`config.mk`:
```
export PLATFORM = sky130hd
export DESIGN_NAME = csv_div
export DESIGN_NICKNAME = d
export VERILOG_FILES = /design/src/design/csv_pkg.sv /design/src/design/csv_div.sv
export SDC_FILE = /design/constraint.sdc
export NUM_CORES = 2
export LEC_CHECK = 0
export BUFFER_PORTS_ARGS = -buffer_cell sky130_fd_sc_hd__buf_2
export CORE_MARGIN = 8
export CORE_UTILIZATION = 50
export DETAILED_ROUTE_END_ITERATION = 7
export GPL_ROUTABILITY_DRIVEN = 0
export GPL_TIMING_DRIVEN = 0
export PLACE_DENSITY_LB_ADDON = 0.25
export SYNTH_ARGS = -nofsm -noshare
export SYNTH_HDL_FRONTEND = slang
export SYNTH_SLANG_ARGS = --single-unit
```
`constraint.sdc`:
```
create_clock -name clk -period 15.85 [get_ports clk]
set_clock_uncertainty 0.05 [all_clocks]
set_input_delay 2.3775 -clock clk [delete_from_list [all_inputs] [get_ports clk]]
set_output_delay 2.3775 -clock clk [all_outputs]
set_load 0.05 [all_outputs]
```
`src/design/csv_pkg.sv`:
```
// Shared constants and types for the coarse sun vector pipeline.
package csv_pkg;

    // default ADC sample width
    localparam int SAMPLE_BITS_DEF = 12;

    // eclipse threshold register
    localparam int             LEVEL_BITS  = 12;
    localparam logic [11:0]    LEVEL_RESET = 12'd100;

    // magnitude is sqrt(S * 2^SQ_FRAC_BITS), components are d * 2^23 / m
    localparam int SQ_FRAC_BITS = 16;
    localparam int DIV_PRESHIFT = 23 - SQ_FRAC_BITS;

    // quotient bits per component (quotient never exceeds 2^15)
    localparam int QUOT_BITS = 16;
    localparam int DIR_BITS  = 16;

    localparam logic [QUOT_BITS-1:0] Q15_MAX   = 16'd32767;
    localparam logic [QUOT_BITS-1:0] Q15_LIMIT = 16'd32768;

    // side flags that travel with each item through the pipeline
    typedef struct packed {
        logic       invalid;  // eclipse or all differences zero
        logic [2:0] neg;      // axis difference negative, bit 0 = X
    } csv_flags_t;

endpackage

```
`src/design/csv_div.sv`:
```
// Pipelined restoring divider, three lanes, one quotient bit per stage.
module csv_div #(
    parameter int SAMPLE_BITS = csv_pkg::SAMPLE_BITS_DEF,
    localparam int NS = SAMPLE_BITS + 9
) (
    input  logic                                clk,
    input  logic                                rst_n,
    input  logic                                in_valid,
    output logic                                in_ready,
    input  logic [NS-1:0]                       in_mag,
    input  logic [3*SAMPLE_BITS-1:0]            in_ad,
    input  csv_pkg::csv_flags_t                 in_flags,
    output logic                                out_valid,
    input  logic                                out_ready,
    output logic [3*csv_pkg::QUOT_BITS-1:0]     out_quot,
    output csv_pkg::csv_flags_t                 out_flags
);
    import csv_pkg::*;

    localparam int B  = SAMPLE_BITS;
    localparam int NQ = QUOT_BITS;
    localparam int RW = NS + 1;   // partial remainder stays below 2 * magnitude

    logic               valid_reg [NQ];
    logic [NS-1:0]      mag_reg   [NQ];
    logic [3*RW-1:0]    r_reg     [NQ];
    logic [3*NQ-1:0]    q_reg     [NQ];
    csv_flags_t         flags_reg [NQ];
    logic [NQ:0]        rdy;

    assign rdy[NQ]  = out_ready;
    assign in_ready = rdy[0];

    for (genvar k = 0; k < NQ; k++)
    begin : g_stage
        logic               p_valid;
        logic [NS-1:0]      p_mag;
        logic [3*RW-1:0]    p_r;
        logic [3*NQ-1:0]    p_q;
        csv_flags_t         p_flags;
        logic [3*RW-1:0]    r_next;
        logic [3*NQ-1:0]    q_next;

        if (k == 0)
        begin : g_first
            assign p_valid = in_valid;
            assign p_mag   = in_mag;
            for (genvar j = 0; j < 3; j++)
            begin : g_lane
                assign p_r[j*RW +: RW] =
                    RW'({in_ad[j*B +: B], {DIV_PRESHIFT{1'b0}}});
            end
            assign p_q     = '0;
            assign p_flags = in_flags;
        end
        else
        begin : g_rest
            assign p_valid = valid_reg[k-1];
            assign p_mag   = mag_reg[k-1];
            assign p_r     = r_reg[k-1];
            assign p_q     = q_reg[k-1];
            assign p_flags = flags_reg[k-1];
        end

        assign rdy[k] = !valid_reg[k] || rdy[k+1];

        always_comb
        begin
            logic [RW-1:0] r2;
            logic [RW-1:0] m_ext;
            m_ext = {1'b0, p_mag};
            for (int j = 0; j < 3; j++)
            begin
                r2 = {p_r[j*RW +: RW-1], 1'b0};
                if (r2 >= m_ext)
                begin
                    r_next[j*RW +: RW] = r2 - m_ext;
                    q_next[j*NQ +: NQ] = {p_q[j*NQ +: NQ-1], 1'b1};
                end
                else
                begin
                    r_next[j*RW +: RW] = r2;
                    q_next[j*NQ +: NQ] = {p_q[j*NQ +: NQ-1], 1'b0};
                end
            end
        end

        always_ff @(posedge clk or negedge rst_n)
        begin
            if (!rst_n)
            begin
                valid_reg[k] <= 1'b0;
            end
            else if (rdy[k])
            begin
                valid_reg[k] <= p_valid;
            end
        end

        always_ff @(posedge clk)
        begin
            if (rdy[k])
            begin
                mag_reg[k]   <= p_mag;
                r_reg[k]     <= r_next;
                q_reg[k]     <= q_next;
                flags_reg[k] <= p_flags;
            end
        end
    end

    assign out_valid = valid_reg[NQ-1];
    assign out_quot  = q_reg[NQ-1];
    assign out_flags = flags_reg[NQ-1];

    // magnitude is at least 256 * |d|, so no lane quotient can pass 2^15
    a_quot_bound: assert property (@(posedge clk) disable iff (!rst_n)
        (out_valid && !out_flags.invalid) |->
            (out_quot[0*NQ +: NQ] <= Q15_LIMIT) &&
            (out_quot[1*NQ +: NQ] <= Q15_LIMIT) &&
            (out_quot[2*NQ +: NQ] <= Q15_LIMIT))
        else $error("divider quotient above 2^15");

endmodule

```
[Word-level counts from Yosys, hierarchy flattened]
Memory sizes are Yosys's and may differ from the RTL's.
Cells that the tools add are included.
Word-level totals
  RAM bits: 2224
  memories kept: 4
  flip-flop bits (word level): 16
  output and inout bits: 54
  logic and storage cells: 276
Cells by class
  $lt $le $gt $ge: 48
  add/subtract/negate cells: 48
  muxes and demuxes: 128
  reduce and logical (&&, ||, !) cells: 32
Memories
  r_reg: words 16, bits a word 66, rd ports 15, clocked after memory_dff 0, write ports 16, RTL line csv_div.sv:26  | logic [3*RW-1:0] r_reg [NQ];
  q_reg: words 16, bits a word 48, rd ports 16, clocked after memory_dff 0, write ports 16, RTL line csv_div.sv:27  | logic [3*NQ-1:0] q_reg [NQ];
  mag_reg: words 16, bits a word 21, rd ports 15, clocked after memory_dff 0, write ports 16, RTL line csv_div.sv:25  | logic [NS-1:0] mag_reg [NQ];
  flags_reg: words 16, bits a word 4, rd ports 16, clocked after memory_dff 0, write ports 16, RTL line csv_div.sv:28  | csv_flags_t flags_reg [NQ];
Operators with widths (number)
  two-way mux 22 bit: 48
  >= comparator 22 x 21 -> 1 bit: 45
  subtractor 22 x 21 -> 22 bit: 45
  two-way mux 1 bit: 80
  subtractor 20 x 21 -> 22 bit: 3
  >= comparator 20 x 21 -> 1 bit: 3
  zero test 1 bit: 16
  logical OR 1 bit: 16

[Depth between registers and ports, before layout]
  word-level depth: 19
  gate-level depth with buffers: 13
  gate-level depth less buffers: 11

[Worst setup path before layout]
No wires, ideal clock.
  path kind: input to output
  start: input port out_ready
  end: output port in_ready
  cell stages on the path: 7
  buffers on the path: 0
  slack: -0.497 ns
  arrival: 13.919 ns
  path through: and3b_1 -> and3_1 -> nand4_1 -> nor2_1 -> nand4_1 -> nor2_1 -> nand3_1
On the way
  word-level cells in the longest chain between the ends: 16
RTL lines
  start: declaration: RTL line csv_div.sv:14  | input logic out_ready,
  logical OR 1 bit (9 in series): RTL line csv_div.sv:65  | assign rdy[k] = !valid_reg[k] || rdy[k+1];
  named net rdy[7]: RTL line csv_div.sv:29  | logic [NQ:0] rdy;
  logical OR 1 bit (4 in series): RTL line csv_div.sv:65
  named net rdy[3]: RTL line csv_div.sv:29
  logical OR 1 bit (3 in series): RTL line csv_div.sv:65
  end: declaration: RTL line csv_div.sv:9  | output logic in_ready,
The timed path passes the listed nets, and every way through them passes these cells.

[Worst setup path in the final report]
Same ends and word-level chain as after synthesis.

==> flow_summary.yaml <==
critical_path:
  critPathArrivalTime_ns: 7.42
  critPathLaunchType: "primary input"
  path_max_fanout: 66
  cp.required_ns: 13.42
  crit_type: "in2out"
  cp-end-kind: "output port"
place:
  dpl-instance-area_mm2: 0.115
  hpwl_um: 246000
  port_buffers: 118
synth:
  synth_warnings: 0
  ys_seq_area_frac: 0.476
  synth.distinct_cells: 97
  syn_area_per_cell_um2: 11.1
  synth-edff-count: 1732
  yosys-top-cells-area: "edfxtp_1, ha_1, mux2_2"
  synthArstFlopShare: 0.00915
  synth_ff_type: "edfxtp_1"
  synth_area_mm2: 0.110
  yosys.area.top_type_share: 0.472
  synthesis.instances: 9911
  yosys.area.top_type: "edfxtp_1"
  ys_ff_latch: 1748
sta:
  period_needed_ns: 9.85
  final_hold_viol_count: 0
  worst_hold_slack_ns: 0.338
  slew_violations: 0
  tns_ns: 0
  rsz0062_at_grt: "false"
  period_share: 0.621
  fmax_ghz: 0.102
  worstMarginPinSlew_ns: 1.16
  setup_viol: 0
  slew-limit-headroom: 0.220
die:
  die_w_um: 485
  io_pins: 119
  rows: 172
  core_area_mm2: 0.219
  dieArea_mm2: 0.236
  chipHeight_um: 485
  start_util: 0.502
route:
  wl_per_cell_um: 23.6
  drt-vias-per-instance: 6.19
  drc: 0
  final_antenna_net_count: 0
  vias: 82235
  first_pass_iters: 6
  drt_wl_total_um: 314000
  drt_iter0_drc: 8141
cts:
  cts_resized: 0
  cts_root_buf: "clkbuf_16"
  cts_hold_buf: 0
  tritoncts: "yes"
  clock_path_buffers: 3
  clk_pin_slew_ns: 0.06
  clock_sinks: 1748
  clkLatencyLatePin_ns: 0.87
  cts_htree_levels: 4
  numCtsBuffers: 190
  post_cts_buffers: 0
pwr:
  irDropWorstVdd_uv: 128
  leakage_nw: 49.6
  p_per_area_mw_per_mm2: 246
worst_hold_path:
  worst_hold_path_type: "reg2reg"
global_routing:
  grt_use_total: 0.255
  antenna_found_initial: 13
  grt_first_pass_wirelength_um: 467000
  grt_pass1_vias: 78829
  grt_start_max_net_pins: 108
  overflow: 0
outcome:
  status: "completed"
finish:
  largest_reg_flops: 945
  finalInstanceArea_mm2: 0.122
  layout-drive-gt1-share: 0.115
  nNetsFinal: 11342
  area_growth_pct: 10.6
job:
  max_cap_violations: 0
[per-stage QoR]
stage / utilization / std cells / setup WS [ns] / power [mW]
after floorplan: - / 9913 / 0.368 / 20.4
final: 0.556 / 13290 / 6.00 / 29.9
after CTS: 0.556 / 13288 / 5.91 / 29.8
after global placement: 0.521 / 12902 / -5.56 / 24.5
after global routing: 0.556 / 13289 / 5.53 / 31.7
after detailed placement: 0.525 / 12935 / 5.97 / 24.9
[cell usage after synthesis (17+ instances only)]
library cell and count:
inv_1 637, o31ai_1 51, a21boi_0 71, or3_1 88, and3_1 105, mux2_2 526, mux2i_1 45, xor2_1 201
a311o_1 23, o221ai_1 18, or2_2 38, nand4_1 138, o41ai_1 32, a211oi_1 82, o21ai_0 375, buf_2 32
a311oi_1 25, a21oi_1 762, o21bai_1 57, xnor2_1 434, nand2_1 475, nor3_1 290, nor2_1 799, nor4_1 59
nand2b_1 104, o31a_1 24, a31oi_1 102, fa_1 42, clkbuf_1 148, o211ai_1 59, nand3_1 179, and4_1 21
a21o_1 337, nor2b_1 133, ha_1 979, a2111oi_0 25, and2_1 72, a211o_1 50, nand3b_1 19, o21a_1 142
mux2_4 22, edfxtp_1 1732, o2111ai_1 17, a31o_2 59
[critical path: stages]
cell and delay (ns):
buf_2 0.10, and3b_1 0.55, and3_1 0.49, nand4_1 0.41
nor2_1 0.67, nand4_1 0.83, nor2_1 0.75, nand3_4 0.48
buf_16 0.39, buf_2 0.27
[cell usage in the layout (no fill, tap or decap), drive strengths merged, types with 144 or more instances in the layout]
master,instances
o21a,144
mux2,561
xnor2,434
clkbuf,364
nor2,799
inv,652
xor2,201
a21o,337
a21oi,765
ha,979
buf,205
edfxtp,1732
nand2,475
nor3,290
o21ai,380
nand3,179
[final cells by class]
class / instances / area, um2
well taps: 2871 / 3590
multi-input cells: 7322 / 54500
repair buffers: 151 / 1310
flip-flops and latches: 1748 / 52400
clock inverters: 137 / 1770
inverters: 641 / 2430
diodes: 2 / 5.00
plain buffers: 202 / 877
fillers: 18222 / 97400
clock buffers: 216 / 4920
[worst paths after layout]
kind / slack [ns] / end / start / cells after the start
max: 6.00 / in_ready / out_ready / 10
min: 0.34 / flags_reg[1][30] / flags_reg[1][26] / 0
max reg2reg: 10.49 / r_reg[0][61] / out_valid / 8
min reg2reg: 0.34 / flags_reg[1][30] / flags_reg[1][26] / 0
max in group asynchronous: 14.08 / g_stage[15].p_valid / rst_n / 1
min in group asynchronous: 1.38 / g_stage[1].p_valid / rst_n / 1
[layer usage]
layer	vias up	part of all wire	routed length (um)	global-route usage
met5	-	0.000076	24	0
met4	4	0.050	15700	0.110
met3	773	0.079	24800	0.0412
met2	3486	0.46	143000	0.413
met1	39808	0.42	130000	0.341
li1	38164	-	-	-
[logic make-up after synthesis]
logic type,after synthesis,synth area share
AND/OR/NAND/NOR,2557,0.112
multiplexers,606,0.0622
flip-flops,1748,0.476
adder cells (fa/ha/maj),1021,0.119
XOR/XNOR,635,0.0505
other,1,0.0000341
buffers and inverters,843,0.0299
AO/OA/AOI/OAI,2500,0.150
[power by group]
part           total, mW  switching [mW]  leakage [nW]  internal (mW)
Sequential          9.35            1.36          18.0           7.99
Clock               4.69            1.94          3.21           2.75
Combinational       15.9            9.12          28.3           6.78
Total               29.9            12.4          49.6           17.5
No activity file was read; power rests on OpenSTA's default activity.
