--- config.mk ---
export PLATFORM = sky130hd
export DESIGN_NAME = csv_sqrt
export DESIGN_NICKNAME = d
export VERILOG_FILES = /design/src/design/csv_pkg.sv /design/src/design/csv_sqrt.sv
export SDC_FILE = /design/constraint.sdc
export NUM_CORES = 2
export LEC_CHECK = 0
export BUFFER_PORTS_ARGS = -buffer_cell sky130_fd_sc_hd__buf_2
export CORE_ASPECT_RATIO = 0.6
export CORE_MARGIN = 1
export CORE_UTILIZATION = 40
export DETAILED_ROUTE_END_ITERATION = 10
export MAX_ROUTING_LAYER = met4
export PLACE_DENSITY = 0.51
export SYNTH_ARGS = -nofsm -noshare
export SYNTH_HDL_FRONTEND = slang
export SYNTH_SLANG_ARGS = --single-unit
--- constraint.sdc ---
create_clock -name clk -period 14 [get_ports clk]
set_input_delay 0.7 -clock clk [delete_from_list [all_inputs] [get_ports clk]]
set_output_delay 0.7 -clock clk [all_outputs]
set_load 0.01 [all_outputs]
--- src/design/csv_pkg.sv ---
// Shared constants and types for the coarse sun vector pipeline.
package csv_pkg;

    // default ADC sample width
    localparam int SAMPLE_BITS_DEF = 12;

    // eclipse threshold register
    localparam int             LEVEL_BITS  = 12;
    localparam logic [11:0]    LEVEL_RESET = 12'd100;

    // magnitude is sqrt(S * 2^SQ_FRAC_BITS), components are d * 2^23 / m
    localparam int SQ_FRAC_BITS = 16;
    localparam int DIV_PRESHIFT = 23 - SQ_FRAC_BITS;

    // quotient bits per component (quotient never exceeds 2^15)
    localparam int QUOT_BITS = 16;
    localparam int DIR_BITS  = 16;

    localparam logic [QUOT_BITS-1:0] Q15_MAX   = 16'd32767;
    localparam logic [QUOT_BITS-1:0] Q15_LIMIT = 16'd32768;

    // side flags that travel with each item through the pipeline
    typedef struct packed {
        logic       invalid;  // eclipse or all differences zero
        logic [2:0] neg;      // axis difference negative, bit 0 = X
    } csv_flags_t;

endpackage

--- src/design/csv_sqrt.sv ---
// Pipelined restoring square root, one result bit per stage.
module csv_sqrt #(
    parameter int SAMPLE_BITS = csv_pkg::SAMPLE_BITS_DEF,
    localparam int SUM_W = 2 * SAMPLE_BITS + 2,
    localparam int NS    = SAMPLE_BITS + 9
) (
    input  logic                         clk,
    input  logic                         rst_n,
    input  logic                         in_valid,
    output logic                         in_ready,
    input  logic [SUM_W-1:0]             in_sum,
    input  logic [3*SAMPLE_BITS-1:0]     in_ad,
    input  csv_pkg::csv_flags_t          in_flags,
    output logic                         out_valid,
    input  logic                         out_ready,
    output logic [NS-1:0]                out_root,
    output logic [3*SAMPLE_BITS-1:0]     out_ad,
    output csv_pkg::csv_flags_t          out_flags
);
    import csv_pkg::*;

    localparam int B     = SAMPLE_BITS;
    localparam int VW    = 2 * NS;        // radicand S * 2^16
    localparam int REM_W = NS + 2;

    logic               valid_reg [NS];
    logic [VW-1:0]      v_reg     [NS];
    logic [REM_W-1:0]   rem_reg   [NS];
    logic [NS-1:0]      root_reg  [NS];
    logic [3*B-1:0]     ad_reg    [NS];
    csv_flags_t         flags_reg [NS];
    logic [NS:0]        rdy;

    assign rdy[NS]  = out_ready;
    assign in_ready = rdy[0];

    for (genvar k = 0; k < NS; k++)
    begin : g_stage
        logic               p_valid;
        logic [VW-1:0]      p_v;
        logic [REM_W-1:0]   p_rem;
        logic [NS-1:0]      p_root;
        logic [3*B-1:0]     p_ad;
        csv_flags_t         p_flags;
        logic [REM_W-1:0]   rem_next;
        logic [NS-1:0]      root_next;

        if (k == 0)
        begin : g_first
            assign p_valid = in_valid;
            assign p_v     = {in_sum, {SQ_FRAC_BITS{1'b0}}};
            assign p_rem   = '0;
            assign p_root  = '0;
            assign p_ad    = in_ad;
            assign p_flags = in_flags;
        end
        else
        begin : g_rest
            assign p_valid = valid_reg[k-1];
            assign p_v     = v_reg[k-1];
            assign p_rem   = rem_reg[k-1];
            assign p_root  = root_reg[k-1];
            assign p_ad    = ad_reg[k-1];
            assign p_flags = flags_reg[k-1];
        end

        assign rdy[k] = !valid_reg[k] || rdy[k+1];

        always_comb
        begin
            logic [REM_W-1:0] rem_sh;
            logic [REM_W-1:0] trial;
            rem_sh = {p_rem[REM_W-3:0], p_v[VW-1 -: 2]};
            trial  = {p_root, 2'b01};
            if (rem_sh >= trial)
            begin
                rem_next  = rem_sh - trial;
                root_next = {p_root[NS-2:0], 1'b1};
            end
            else
            begin
                rem_next  = rem_sh;
                root_next = {p_root[NS-2:0], 1'b0};
            end
        end

        always_ff @(posedge clk or negedge rst_n)
        begin
            if (!rst_n)
            begin
                valid_reg[k] <= 1'b0;
            end
            else if (rdy[k])
            begin
                valid_reg[k] <= p_valid;
            end
        end

        always_ff @(posedge clk)
        begin
            if (rdy[k])
            begin
                v_reg[k]     <= {p_v[VW-3:0], 2'b00};
                rem_reg[k]   <= rem_next;
                root_reg[k]  <= root_next;
                ad_reg[k]    <= p_ad;
                flags_reg[k] <= p_flags;
            end
        end
    end

    assign out_valid = valid_reg[NS-1];
    assign out_root  = root_reg[NS-1];
    assign out_ad    = ad_reg[NS-1];
    assign out_flags = flags_reg[NS-1];

endmodule

; Word-level counts from Yosys, hierarchy flattened
; Memory sizes are Yosys's and may differ from the RTL's.
; Index checks and enable logic that the tools add are counted.
[word_totals]
ff_bits = 21
ramBits = 2604
in_bits = 70
out_inout_bits = 63
word_cells = 194
memories = 5
[mem_list]
columns = memory, depth, word_bits, rd, rd_clocked_by_memory_dff, wr, line_no
row1 = v_reg, 21, 40, 20, 0, 21, csv_sqrt.sv:27  ; logic [VW-1:0] v_reg [NS];
row2 = ad_reg, 21, 36, 21, 0, 21, csv_sqrt.sv:30  ; logic [3*B-1:0] ad_reg [NS];
row3 = rem_reg, 21, 23, 20, 0, 21, csv_sqrt.sv:28  ; logic [REM_W-1:0] rem_reg [NS];
row4 = root_reg, 21, 21, 21, 0, 21, csv_sqrt.sv:29  ; logic [NS-1:0] root_reg [NS];
row5 = flags_reg, 21, 4, 21, 0, 21, csv_sqrt.sv:31  ; csv_flags_t flags_reg [NS];
[classes]
n_addsub = 21
n_lt_le_gt_ge = 21
mux = 84
n_reduce_logical = 42
[op_table]
columns = cell, n
row1 = $mux 23, 21
row2 = $ge 23x23->1, 20
row3 = $sub 23x23->23, 20
row4 = $mux 1, 63
row5 = $logic_not 1->1, 21
row6 = $logic_or 1x1->1, 21
row7 = $sub 2x1->3 const B, 1
row8 = $ge 2x1->1 const B, 1

; Depth between registers and ports, before layout
[logic_depth]
depth_word = 24
mapped_depth = 13
mapped_depth_nobuf = 12

; Worst setup path after synthesis
; Ideal clock, no wire load.
[synth_path]
path_type = input -> register
from = in out_ready
to = mem ad_reg[0][0] in the netlist's numbering (enable)
setup_time_ns = 1.070
arrival_time_ns = 9.973
required_time_ns = 12.930
setup_slack_ns = 2.957
cell_stages = 8
path_buffers = 0
cell_sequence = nor2b_1 nand2_1 nor2_1 nand2_1 nor3_1 nand3_1 nor2_1 nand4_1
[synth_rtl]
columns = item, line_no
row1 = "start, declared", csv_sqrt.sv:15  ; input logic out_ready,
row2 = "end, declared", csv_sqrt.sv:30

; Final worst setup path
[layout_path]
from = reg valid_reg, in the netlist out_valid
to = out in_ready
[layout_via]
elab_chain_cells = 22
[layout_lines]
columns = item, line_no
row1 = "start, declared", csv_sqrt.sv:26  ; logic valid_reg [NS];
row2 = "start signal, assigned by index", csv_sqrt.sv:95  ; valid_reg[k] <= p_valid;
row3 = $logic_not 1->1, csv_sqrt.sv:67  ; assign rdy[k] = !valid_reg[k] || rdy[k+1];
row4 = $logic_or 1x1->1 (2 in series), csv_sqrt.sv:67
row5 = net rdy[19], csv_sqrt.sv:32  ; logic [NS:0] rdy;
row6 = $logic_or 1x1->1 (4 in series), csv_sqrt.sv:67
row7 = net rdy[15], csv_sqrt.sv:32
row8 = $logic_or 1x1->1 (11 in series), csv_sqrt.sv:67
row9 = net rdy[4], csv_sqrt.sv:32
row10 = $logic_or 1x1->1 (4 in series), csv_sqrt.sv:67
row11 = "end, declared", csv_sqrt.sv:10  ; output logic in_ready,
; The timed path passes the listed nets, and every way through them passes these cells.

==> results by group <==
Status
  • Outcome: complete, no violations

Critical path
  • Crit-path max FO: 27
  • Reg2Reg Depth: 9
  • Worst endpoint data arrival time: 5.77 ns
  • CP Data Required Time: 13.30 ns
  • Crit path kind: flop to output pin
  • Critical path capture point type: output pin
  • Critical Path Start Type: flop

Timing
  • Worst Max-Slew Pin Slew: 1.23 ns
  • Tmin final: 6.47 ns
  • Final Hold Viols: 0
  • Period utilization: 46.2%
  • Endpoints failing setup: 0
  • Clock skew: 0.0392 ns
  • Max-slew violations: 0
  • Relative max-transition margin: 16.9%
  • Hold WS: 0.0871 ns
  • RSZ-0062 raised after global routing: false
  • Max Freq: 0.155 GHz
  • Setup TNS: 0 ns

Hold path
  • Hold Path Depth: 1
  • HP Class: primary input to flop

Yosys
  • Synth Register Bits: 1635
  • Post-synth ARST share: 1.28%
  • Synthesized area per cell: 16.1 um2
  • Syn_nets: 4328
  • Seq/Total Area, Yosys: 76.0%
  • Count of cell types in the netlist: 76
  • Yosys warning count: 0
  • Synthesized cell area: 64400 um2
  • Cell count after synthesis: 4013
  • Main synth FF type: edfxtp_1
  • Post-synth EDFFs: 1614

Finish
  • Highest-count cells in the layout ignoring fill and taps: edfxtp_1, inv_1, ha_1
  • Max reg flops: 756
  • Area of the multi-input gates: 14200 um2
  • Proportion of layout cells with a drive suffix above 1: 11.3%
  • Area growth, synth to finish: 13.4%
  • Commonest non-fill, non-tap cell in the layout: edfxtp_1
  • Final Util: 45.9%
  • Post-Layout Cell Count: 6546
  • # fillers: 13.7k
  • Reg area: 49000 um2
  • Final layout net count: 4612

Pwr
  • Design Power: 0.0127 W
  • Switch share: 25.2%
  • Gate power share: 12.4%
  • Peak VDD IR: 132 uV
  • NetSw: 0.00319 W
  • Clk network pwr share: 33.3%
  • Reg power frac: 54.3%
  • Lkg Pwr: 28.4 nW
  • Internal power: 0.00947 W
  • Power Density: 173 nW/um2

Global routing
  • GRT Total Usage: 15.6%
  • Largest net degree at the start of global routing: 84
  • Total grt overflow: 0
  • Global-route wire length before repair: 188 mm
  • Initial antenna violation count: 3
  • Vias in the first global route: 31.0k

CTS
  • Cells resized by post-CTS repair: 0
  • Root buf cell: clkbuf_16
  • Total CTS buffers: 153
  • Clock sink count: 1635
  • H-tree levels: 4
  • CTS tree: built
  • Clk_lat worst skew: 0.78 ns
  • Clock-pin slew of the registers on the worst-case setup and hold paths: 0.06 ns
  • Clock buffer depth: 3

Die
  • Die area: 163000 um2
  • Vert. Die Dim: 313 um
  • Core ar.: 159000 um2
  • Ports: 133
  • Die width: 520 um
  • Initial Utilization: 40.5%
  • Row cnt: 113

Placed design
  • Post-DP HPWL: 83.2 mm
  • Dpl cells: 6268
  • GPL Wtd Cong: 0.851
  • IO Port Bufs: 132

Drt
  • Vias: 31.7k
  • Post-route DRC: 0
  • Via density: 4.84
  • Routed WL per cell: 18.5 um
  • Initial drt markers: 2333
  • Final wirelength: 121 mm
  • Post-route antenna net violation count: 0
  • TritonRoute pass-1 iters: 7

Job
  • Max Cap Viol: 0
## final cells by class
| class | count | share of cell area, % |
|---|---|---|
| sequential | 1635 | 67.0 |
| multi-input combinational | 2021 | 19.5 |
| clock buffer | 175 | 5.41 |
| tap | 2127 | 3.64 |
| inverter | 319 | 1.65 |
| clock inverter | 101 | 1.50 |
| timing repair buffer | 167 | 1.27 |
| antenna | 1 | 0.00342 |
## stage by stage
step                      cell area (um2)  worst slack (ns)
after floorplan                     64400              2.96
after global placement              68000              7.77
after detailed placement            68000              7.73
after CTS                           73100              7.30
after global routing                73100              6.96
final                               73100              7.53
## cell usage after synthesis, types with 23 or more instances
cell type	count	area, um2
edfxtp_1	1614	48500
inv_1	319	1200
nand2_1	239	897
ha_1	238	2980
o21ai_0	197	986
nor2_1	170	638
a21oi_1	142	711
xor2_1	141	1230
xnor2_1	132	1160
nor3_1	97	485
a21o_1	58	435
nand2b_1	57	357
o21a_1	55	413
nand3_1	48	240
nor4_1	47	294
mux2_2	46	518
clkbuf_1	34	128
nor2b_1	31	194
o31ai_1	30	225
or3_1	25	156
nand4_1	24	150
or2_2	23	144
## power by group through the flow
stage | combinational, W | clock [W] | sequential, W
after floorplan | 0.00115 | 0 | 0.00680
after global placement | 0.00155 | 0 | 0.00698
after detailed placement | 0.00157 | 0 | 0.00698
after CTS | 0.00158 | 0.00435 | 0.00689
after global routing | 0.00177 | 0.00453 | 0.00697
final | 0.00158 | 0.00421 | 0.00687
## per-layer routing
layer	part of all wire [%]	up-vias	global-route usage, %
li1	-	15600	-
met1	55	15400	24.6
met2	39	520	19.9
met3	4.9	157	3.28
met4	1.7	0	3.98
met5	0	-	-
## worst max-delay path, stage by stage, from the launching register on
cell and delay, ns:
dfrtp_1 0.34, nor2b_1 0.53, nand2_4 0.34, nor2_1 0.51, nand2_4 0.30, nor3_1 0.75
nand3_4 0.54, nor2_1 0.64, nand4_1 0.66, buf_2 0.37
## worst paths after layout
kind	from	to	slack, ns
max in group asynchronous	rst_n	g_stage[13].p_valid	13.12
worst min-delay path	in_sum[23]	v_reg[0][39]	0.09
worst min register to register	ad_reg[4][41]	ad_reg[4][77]	0.41
worst max-delay path	out_valid	in_ready	7.53
min in group asynchronous	rst_n	out_valid	0.51
worst max register to register	out_valid	v_reg[0][21]	8.35
## timing repair
item | in CTS | in global routing
hold buffers | 1 | 0
buffers inserted | 0 | 0
hold endpoints to repair | 21 | 0
## cells by family (layout without fill, tap and decap cells)
kind of cell	Yosys count	in the layout	share of synthesized area, %
other	1	2	0.00582
muxes	53	53	0.912
and+or+nand+nor	835	835	6.41
adders and majority gates	245	245	4.84
xor gates and xnor gates	273	273	3.71
DFF	1635	1635	76.0
buffers and inverters	357	762	2.10
AOI/OAI and AO/OA	614	614	6.01
(Power assumes the default switching activity.)
