**src/design/csv_pkg.sv**
```systemverilog
// Shared constants and types for the coarse sun vector pipeline.
package csv_pkg;

    // default ADC sample width
    localparam int SAMPLE_BITS_DEF = 12;

    // eclipse threshold register
    localparam int             LEVEL_BITS  = 12;
    localparam logic [11:0]    LEVEL_RESET = 12'd100;

    // magnitude is sqrt(S * 2^SQ_FRAC_BITS), components are d * 2^23 / m
    localparam int SQ_FRAC_BITS = 16;
    localparam int DIV_PRESHIFT = 23 - SQ_FRAC_BITS;

    // quotient bits per component (quotient never exceeds 2^15)
    localparam int QUOT_BITS = 16;
    localparam int DIR_BITS  = 16;

    localparam logic [QUOT_BITS-1:0] Q15_MAX   = 16'd32767;
    localparam logic [QUOT_BITS-1:0] Q15_LIMIT = 16'd32768;

    // side flags that travel with each item through the pipeline
    typedef struct packed {
        logic       invalid;  // eclipse or all differences zero
        logic [2:0] neg;      // axis difference negative, bit 0 = X
    } csv_flags_t;

endpackage

```
**src/design/csv_front.sv**
```systemverilog
// Front stages: axis differences, brightest face, squares and sum of squares.
module csv_front #(
    parameter int SAMPLE_BITS = csv_pkg::SAMPLE_BITS_DEF,
    localparam int SUM_W = 2 * SAMPLE_BITS + 2
) (
    input  logic                              clk,
    input  logic                              rst_n,
    input  logic [csv_pkg::LEVEL_BITS-1:0]    level,
    input  logic                              in_valid,
    output logic                              in_ready,
    input  logic [6*SAMPLE_BITS-1:0]          in_samples,
    output logic                              out_valid,
    input  logic                              out_ready,
    output logic [SUM_W-1:0]                  out_sum,
    output logic [3*SAMPLE_BITS-1:0]          out_ad,
    output csv_pkg::csv_flags_t               out_flags
);
    import csv_pkg::*;

    localparam int B     = SAMPLE_BITS;
    localparam int SQ_W  = 2 * B;
    localparam int CMP_W = (B > LEVEL_BITS) ? B : LEVEL_BITS;

    // stage 1: differences and brightest face
    logic               s1_valid_reg;
    logic [3*B-1:0]     s1_ad_reg, s1_ad_next;
    logic [B-1:0]       s1_max_reg, s1_max_next;
    csv_flags_t         s1_flags_reg, s1_flags_next;

    // stage 2: squares and eclipse check
    logic               s2_valid_reg;
    logic [3*SQ_W-1:0]  s2_sq_reg, s2_sq_next;
    logic [3*B-1:0]     s2_ad_reg;
    csv_flags_t         s2_flags_reg, s2_flags_next;

    // stage 3: sum of squares
    logic               s3_valid_reg;
    logic [SUM_W-1:0]   s3_sum_reg, s3_sum_next;
    logic [3*B-1:0]     s3_ad_reg;
    csv_flags_t         s3_flags_reg;

    logic rdy1, rdy2, rdy3;

    assign rdy3     = !s3_valid_reg || out_ready;
    assign rdy2     = !s2_valid_reg || rdy3;
    assign rdy1     = !s1_valid_reg || rdy2;
    assign in_ready = rdy1;

    always_comb
    begin
        logic [B-1:0] pos, neg, m01, m23, m45, m0123;
        logic         all_zero;
        all_zero = 1'b1;
        s1_flags_next = '0;
        for (int j = 0; j < 3; j++)
        begin
            pos = in_samples[(2*j)*B +: B];
            neg = in_samples[(2*j+1)*B +: B];
            s1_flags_next.neg[j] = (neg > pos);
            s1_ad_next[j*B +: B] = (neg > pos) ? (neg - pos) : (pos - neg);
            if (pos != neg)
            begin
                all_zero = 1'b0;
            end
        end
        s1_flags_next.invalid = all_zero;
        m01 = (in_samples[0*B +: B] > in_samples[1*B +: B]) ?
              in_samples[0*B +: B] : in_samples[1*B +: B];
        m23 = (in_samples[2*B +: B] > in_samples[3*B +: B]) ?
              in_samples[2*B +: B] : in_samples[3*B +: B];
        m45 = (in_samples[4*B +: B] > in_samples[5*B +: B]) ?
              in_samples[4*B +: B] : in_samples[5*B +: B];
        m0123 = (m01 > m23) ? m01 : m23;
        s1_max_next = (m0123 > m45) ? m0123 : m45;
    end

    always_comb
    begin
        for (int j = 0; j < 3; j++)
        begin
            s2_sq_next[j*SQ_W +: SQ_W] = SQ_W'(s1_ad_reg[j*B +: B]) *
                                         SQ_W'(s1_ad_reg[j*B +: B]);
        end
        s2_flags_next = s1_flags_reg;
        if (CMP_W'(s1_max_reg) < CMP_W'(level))
        begin
            s2_flags_next.invalid = 1'b1;
        end
    end

    assign s3_sum_next = SUM_W'(s2_sq_reg[0*SQ_W +: SQ_W]) +
                         SUM_W'(s2_sq_reg[1*SQ_W +: SQ_W]) +
                         SUM_W'(s2_sq_reg[2*SQ_W +: SQ_W]);

    always_ff @(posedge clk or negedge rst_n)
    begin
        if (!rst_n)
        begin
            s1_valid_reg <= 1'b0;
            s2_valid_reg <= 1'b0;
            s3_valid_reg <= 1'b0;
        end
        else
        begin
            if (rdy1)
            begin
                s1_valid_reg <= in_valid;
            end
            if (rdy2)
            begin
                s2_valid_reg <= s1_valid_reg;
            end
            if (rdy3)
            begin
                s3_valid_reg <= s2_valid_reg;
            end
        end
    end

    always_ff @(posedge clk)
    begin
        if (rdy1)
        begin
            s1_ad_reg    <= s1_ad_next;
            s1_max_reg   <= s1_max_next;
            s1_flags_reg <= s1_flags_next;
        end
        if (rdy2)
        begin
            s2_sq_reg    <= s2_sq_next;
            s2_ad_reg    <= s1_ad_reg;
            s2_flags_reg <= s2_flags_next;
        end
        if (rdy3)
        begin
            s3_sum_reg   <= s3_sum_next;
            s3_ad_reg    <= s2_ad_reg;
            s3_flags_reg <= s2_flags_reg;
        end
    end

    assign out_valid = s3_valid_reg;
    assign out_sum   = s3_sum_reg;
    assign out_ad    = s3_ad_reg;
    assign out_flags = s3_flags_reg;

endmodule

```
**config.mk**
```make
export PLATFORM = sky130hd
export DESIGN_NAME = csv_front
export DESIGN_NICKNAME = d
export VERILOG_FILES = /design/src/design/csv_pkg.sv /design/src/design/csv_front.sv
export SDC_FILE = /design/constraint.sdc
export NUM_CORES = 1
export LEC_CHECK = 0
export CORE_AREA = 2 2 206 208
export DETAILED_ROUTE_END_ITERATION = 7
export DIE_AREA = 0 0 208 210
export DONT_BUFFER_PORTS = 1
export GPL_TIMING_DRIVEN = 0
export MAX_ROUTING_LAYER = met4
export PLACE_DENSITY = 0.81
export SETUP_SLACK_MARGIN = 0.4
export SKIP_CTS_REPAIR_TIMING = 1
export SYNTH_ARGS = -nofsm -noshare
export SYNTH_HDL_FRONTEND = slang
export SYNTH_SLANG_ARGS = --single-unit
```
**constraint.sdc**
```tcl
create_clock -name clk -period 8.86 [get_ports clk]
set_input_delay 0.443 -clock clk [delete_from_list [all_inputs] [get_ports clk]]
set_output_delay 0.443 -clock clk [all_outputs]
set_load 0.01 [all_outputs]
```
-- After elaboration in Yosys (flattened, before gate mapping)
Index checks and enable logic that the tools add are counted.
- add/subtract/negate cells: 8
- $mul: 3
- magnitude comparators: 9
- equal/unequal tests: 3
- muxes and demuxes: 9
- reductions and logical operators: 7
- operators by type and width (cell ; count):
    $gt 12x12->1 ; 8
    $mux 12 ; 8
    $mul 12x12->24 ; 3
    $sub 12x12->12 ; 6
    $ne 12x12->1 ; 3
    $add 25x24->26 ; 1
    $add 24x24->25 ; 1
    $lt 12x12->1 ; 1
    $logic_not 1->1 ; 3
    $logic_or 1x1->1 ; 3
    $reduce_or 2->1 ; 1
    $mux 1 ; 1
- bits in registers: 233
- input port bits: 88
- output and inout port bits: 68
- word-level logic and storage cells: 54

-- Logic depth before layout (Yosys ltp)
- depth after elaboration: 6
- depth in mapped cells: 30
- gate-level depth less buffers: 27

-- Worst setup path before layout
OpenSTA, ideal clock, no wires.
- kind: input to register
- start point: input port in_samples[0]
- end point: register s1_max_reg[11] (data pin)
- library setup time: 254 ps
- data arrival time: 6026 ps
- required time: 8606 ps
- setup slack: 2580 ps
- cell stages on the path: 27
- cells stage by stage: inv_1 ha_1 fa_1 nand3b_1 a211oi_1 a2111oi_0 nor2_1 buf_1 mux2i_1 inv_1 ha_1 and4_1 nand4_1 or4_4 o21ai_2 buf_6 mux2i_1 ha_1 nor2b_1 o21ai_0 nand2b_1 a21oi_1 nor3_1 a2111oi_0 nor2_1 clkbuf_1 a21o_1
- cells in the longest elaborated chain, start to end: 6
- RTL lines (item ; line ; text):
    start, declared ; csv_front.sv:11 ; input logic [6*SAMPLE_BITS-1:0] in_samples,
    $gt 12x12->1 ; csv_front.sv:67 ; m01 = (in_samples[0*B +: B] > in_samples[1*B +: B]) ?
    $mux 12 (*) ; csv_front.sv:67 ;
    $gt 12x12->1 ; csv_front.sv:73 ; m0123 = (m01 > m23) ? m01 : m23;
    $mux 12 (*) ; csv_front.sv:73 ;
    $gt 12x12->1 ; csv_front.sv:74 ; s1_max_next = (m0123 > m45) ? m0123 : m45;
    $mux 12 (*) ; csv_front.sv:74 ;
    via s1_max_next[11] ; csv_front.sv:27 ; logic [B-1:0] s1_max_reg, s1_max_next;
    end signal, assigned ; csv_front.sv:125 ; s1_max_reg <= s1_max_next;
    end, declared ; csv_front.sv:27 ;
Mark *: on every way through the listed nets, which the timed path passes. The rest lies on a longest branch.
A chain may end at the register's enable or synchronous reset.

-- Final worst setup path
Same ends and word-level chain as after synthesis.

==> summary.md <==
| Metric | Value |
|---|---|
| Met3 GRT Util | slightly above 6% |
| Vias per cell | 5.75 |
| Number of flip-flops in the largest register | 69 |
| Vias in the first global route | between 15000 and 20000 |
| Die ar. | 43700 um^2 |
| DR iter-0 viols | 1066 |
| Total core area | a little over 40000 um^2 |
| Io pins | 156 |
| Routed WL | approximately 56 mm |
| Mapped Cells | between 2000 and 2500 |
| # DRC | 0 |
| Most used cell, CP | ha_1 |
| Reg2reg setup slack | 1.84 ns |
| Mapped Area | 24700 um^2 |
| Layout cells sized above 1 | 3.69% |
| Die height | 210 um |
| Multiplexer share of the synthesized area | 2.97% |
| Setup CP Type | in2reg |
| Final period utilization | around 80% |
| EDFF count, synth | 224 |
| First-pass GRT wire length | about 92 mm |
| Nets | 3073 |
| RR Endpoint | s2_sq_reg[47] |
| Top_reg_cell synth | edfxtp_1 |
| Total grt overflow | 0 |
| CTS tree | built |
| Antenna Nets Post-Route | 0 |
| Grt met2 use | 45.5% |
| Clock root cell | clkbuf_16 |
| Slew @ Worst Pin | 1.00 ns |
| GRT Total Usage | 27.2% |
| Diodes inserted | 0 |
| Initial antenna violation count | 0 |
| Initial core utilization | between 50% and 60% |
| Count of state elements after synthesis | 227 |
| Syn-to-layout area delta | 7.67% |
| Reg2Reg Depth | 20 |
| Worst setup SP type | input port |
| Slowest cell delay on critical path | 0.65 ns |
| Final slew viol count | 0 |
| # fillers | approximately 3300 |
| Storage cell area | 6800 um^2 |
| Clk sinks | 227 |
| Final Hold Vio Count | 0 |
| Fmax achieved | about 140 MHz |
| Status | finished clean |
| Die span in x | 208 um |
| FP Rows | 75 |
| Most used routing layer | met2 |
| PortBufs | 0 |
| Levels on crit path | 27 |
| DP HPWL | 46.4 mm |
| Area of the multi-input gates | 16000 um^2 |
| Req. time, crit path | 9.17 ns |
| Post-synthesis sequential area ratio | 27.6% |
| Max Root-Sink Buffers | 3 |
| Met1 usage | 32.3% |
| Hold Crit Class | in2async |
| Mean Syn Cell Area | 10.4 um^2 |
| Peak fanout along the critical path | 10 |
| Critical path buffers and inverters | 5 |
| Worst clock skew | roughly 0.018 ns |
| Yosys cell types | 76 |
| Clk_lat worst skew | approximately 0.57 ns |
| Slew margin rel. | 32.5% |
| RSZ-0062 raised after global routing | no |
| Most frequent cells in the layout | 430 x inv_1, 304 x ha_1, 264 x fa_1 |
| Dominant combinational cell family by area after synthesis | adder cells |
| Worst-path clk slew | roughly 0.06 ns |
| GPL Wtd Cong | 0.965 |
| Final setup viols | 0 |
| Ys async rst share | under 10% |
| Min Tclk post-route | about 7 ns |
| RR Startpoint | s1_ad_reg[16] |
| Worst path arrival time | 7.36 ns |
| Most common cell after layout, fill and taps aside | inv_1 |
| Complex-gate fraction of the synthesized area | a little under a tenth |
| Pre-antenna DRT Iters | 7 |
| Worst setup EP type | flip-flop |
| Synth Area in Adders | 36.9% |
| Post-synthesis xor/xnor area fraction | just over 4% |
| Total CTS buffers | 27 |
| Max Cap Violations | 0 |
| Post-Synth Simple-Gate Area | 11.4% |
| Vias | approximately 17000 |
| Total negative slack | 0 ns |
| Top delay family on crit path | compound AO/OA/AOI/OAI gates |
| Largest net degree at the start of global routing | 47 |
| WL per Instance | between 15 and 20 um |
| YS warnings | 0 |
| Slowest-stage cell, CP | buf_1 |
| H-Tree Depth | 1 |
cells in the mapped netlist (11+ instances only):
cell / n / area [um^2]
o21a_1: 22 / 165
o21ai_0: 60 / 300
ha_1: 304 / 3800
nor2_1: 100 / 375
nor3_1: 31 / 155
nand2_1: 116 / 435
a21oi_1: 118 / 591
or3_1: 11 / 68.8
nor2b_1: 38 / 238
a21o_1: 37 / 278
and2_1: 139 / 870
nand4_1: 14 / 87.6
a211oi_1: 20 / 150
and3_1: 13 / 81.3
nand2b_1: 28 / 175
xnor2_1: 79 / 692
clkbuf_1: 49 / 184
mux2i_1: 63 / 631
nand3_1: 20 / 100
xor2_1: 35 / 307
fa_1: 264 / 5290
inv_1: 430 / 1610
edfxtp_1: 224 / 6730
kinds of logic after synthesis:
| kind of cell | Yosys count |
|---|---|
| compound gates | 363 |
| mux | 72 |
| fa+ha+maj | 568 |
| simple gates | 538 |
| xor+xnor | 114 |
| buf+inv | 489 |
| flops | 227 |
| other cells | 1 |
worst max path at each step:
stage,slack (ns),from,to
final,1.81,in_samples[0],s1_max_reg[11]
after global placement,1.45,in_samples[0],s1_max_reg[11]
after floorplan,2.58,in_samples[0],s1_max_reg[11]
after CTS,1.86,s1_ad_reg[16],s2_sq_reg[47]
after global routing,1.36,in_samples[0],s1_max_reg[11]
after detailed placement,1.35,in_samples[0],s1_max_reg[11]
layer usage:
metal	up-vias	part of all wire [%]
met2	539	48
li1	7995	-
met4	0	4.2
met1	8441	40
met3	138	7.2
met5	-	0
final cells by class:
type	count	share of cell area, %
Tap cell	539	2.54
Inverter	430	6.08
Clock buffer	30	2.59
Buffer	59	0.914
Timing Repair Buffer	14	0.943
Clock inverter	20	0.994
Sequential cell	227	25.6
Multi-Input combinational cell	1658	60.3
metrics by stage:
stage | std cells | worst slack [ns] | area [um^2] | utilization, % | hold WS (ns)
after floorplan | 2374 | 2.58 | 24700 | - | 0.147
after global placement | 2913 | 1.45 | 25300 | 61.1 | 0.147
after detailed placement | 2925 | 1.35 | 25600 | 61.7 | 0.147
after CTS | 2975 | 1.86 | 26500 | 64.0 | -0.454
after global routing | 2977 | 1.36 | 26500 | 64.0 | 0.137
final | 2977 | 1.81 | 26500 | 64.0 | 0.139
Power is not shown: default switching activity piles up to over one toggle a cycle in this logic, so the estimate is an artifact.
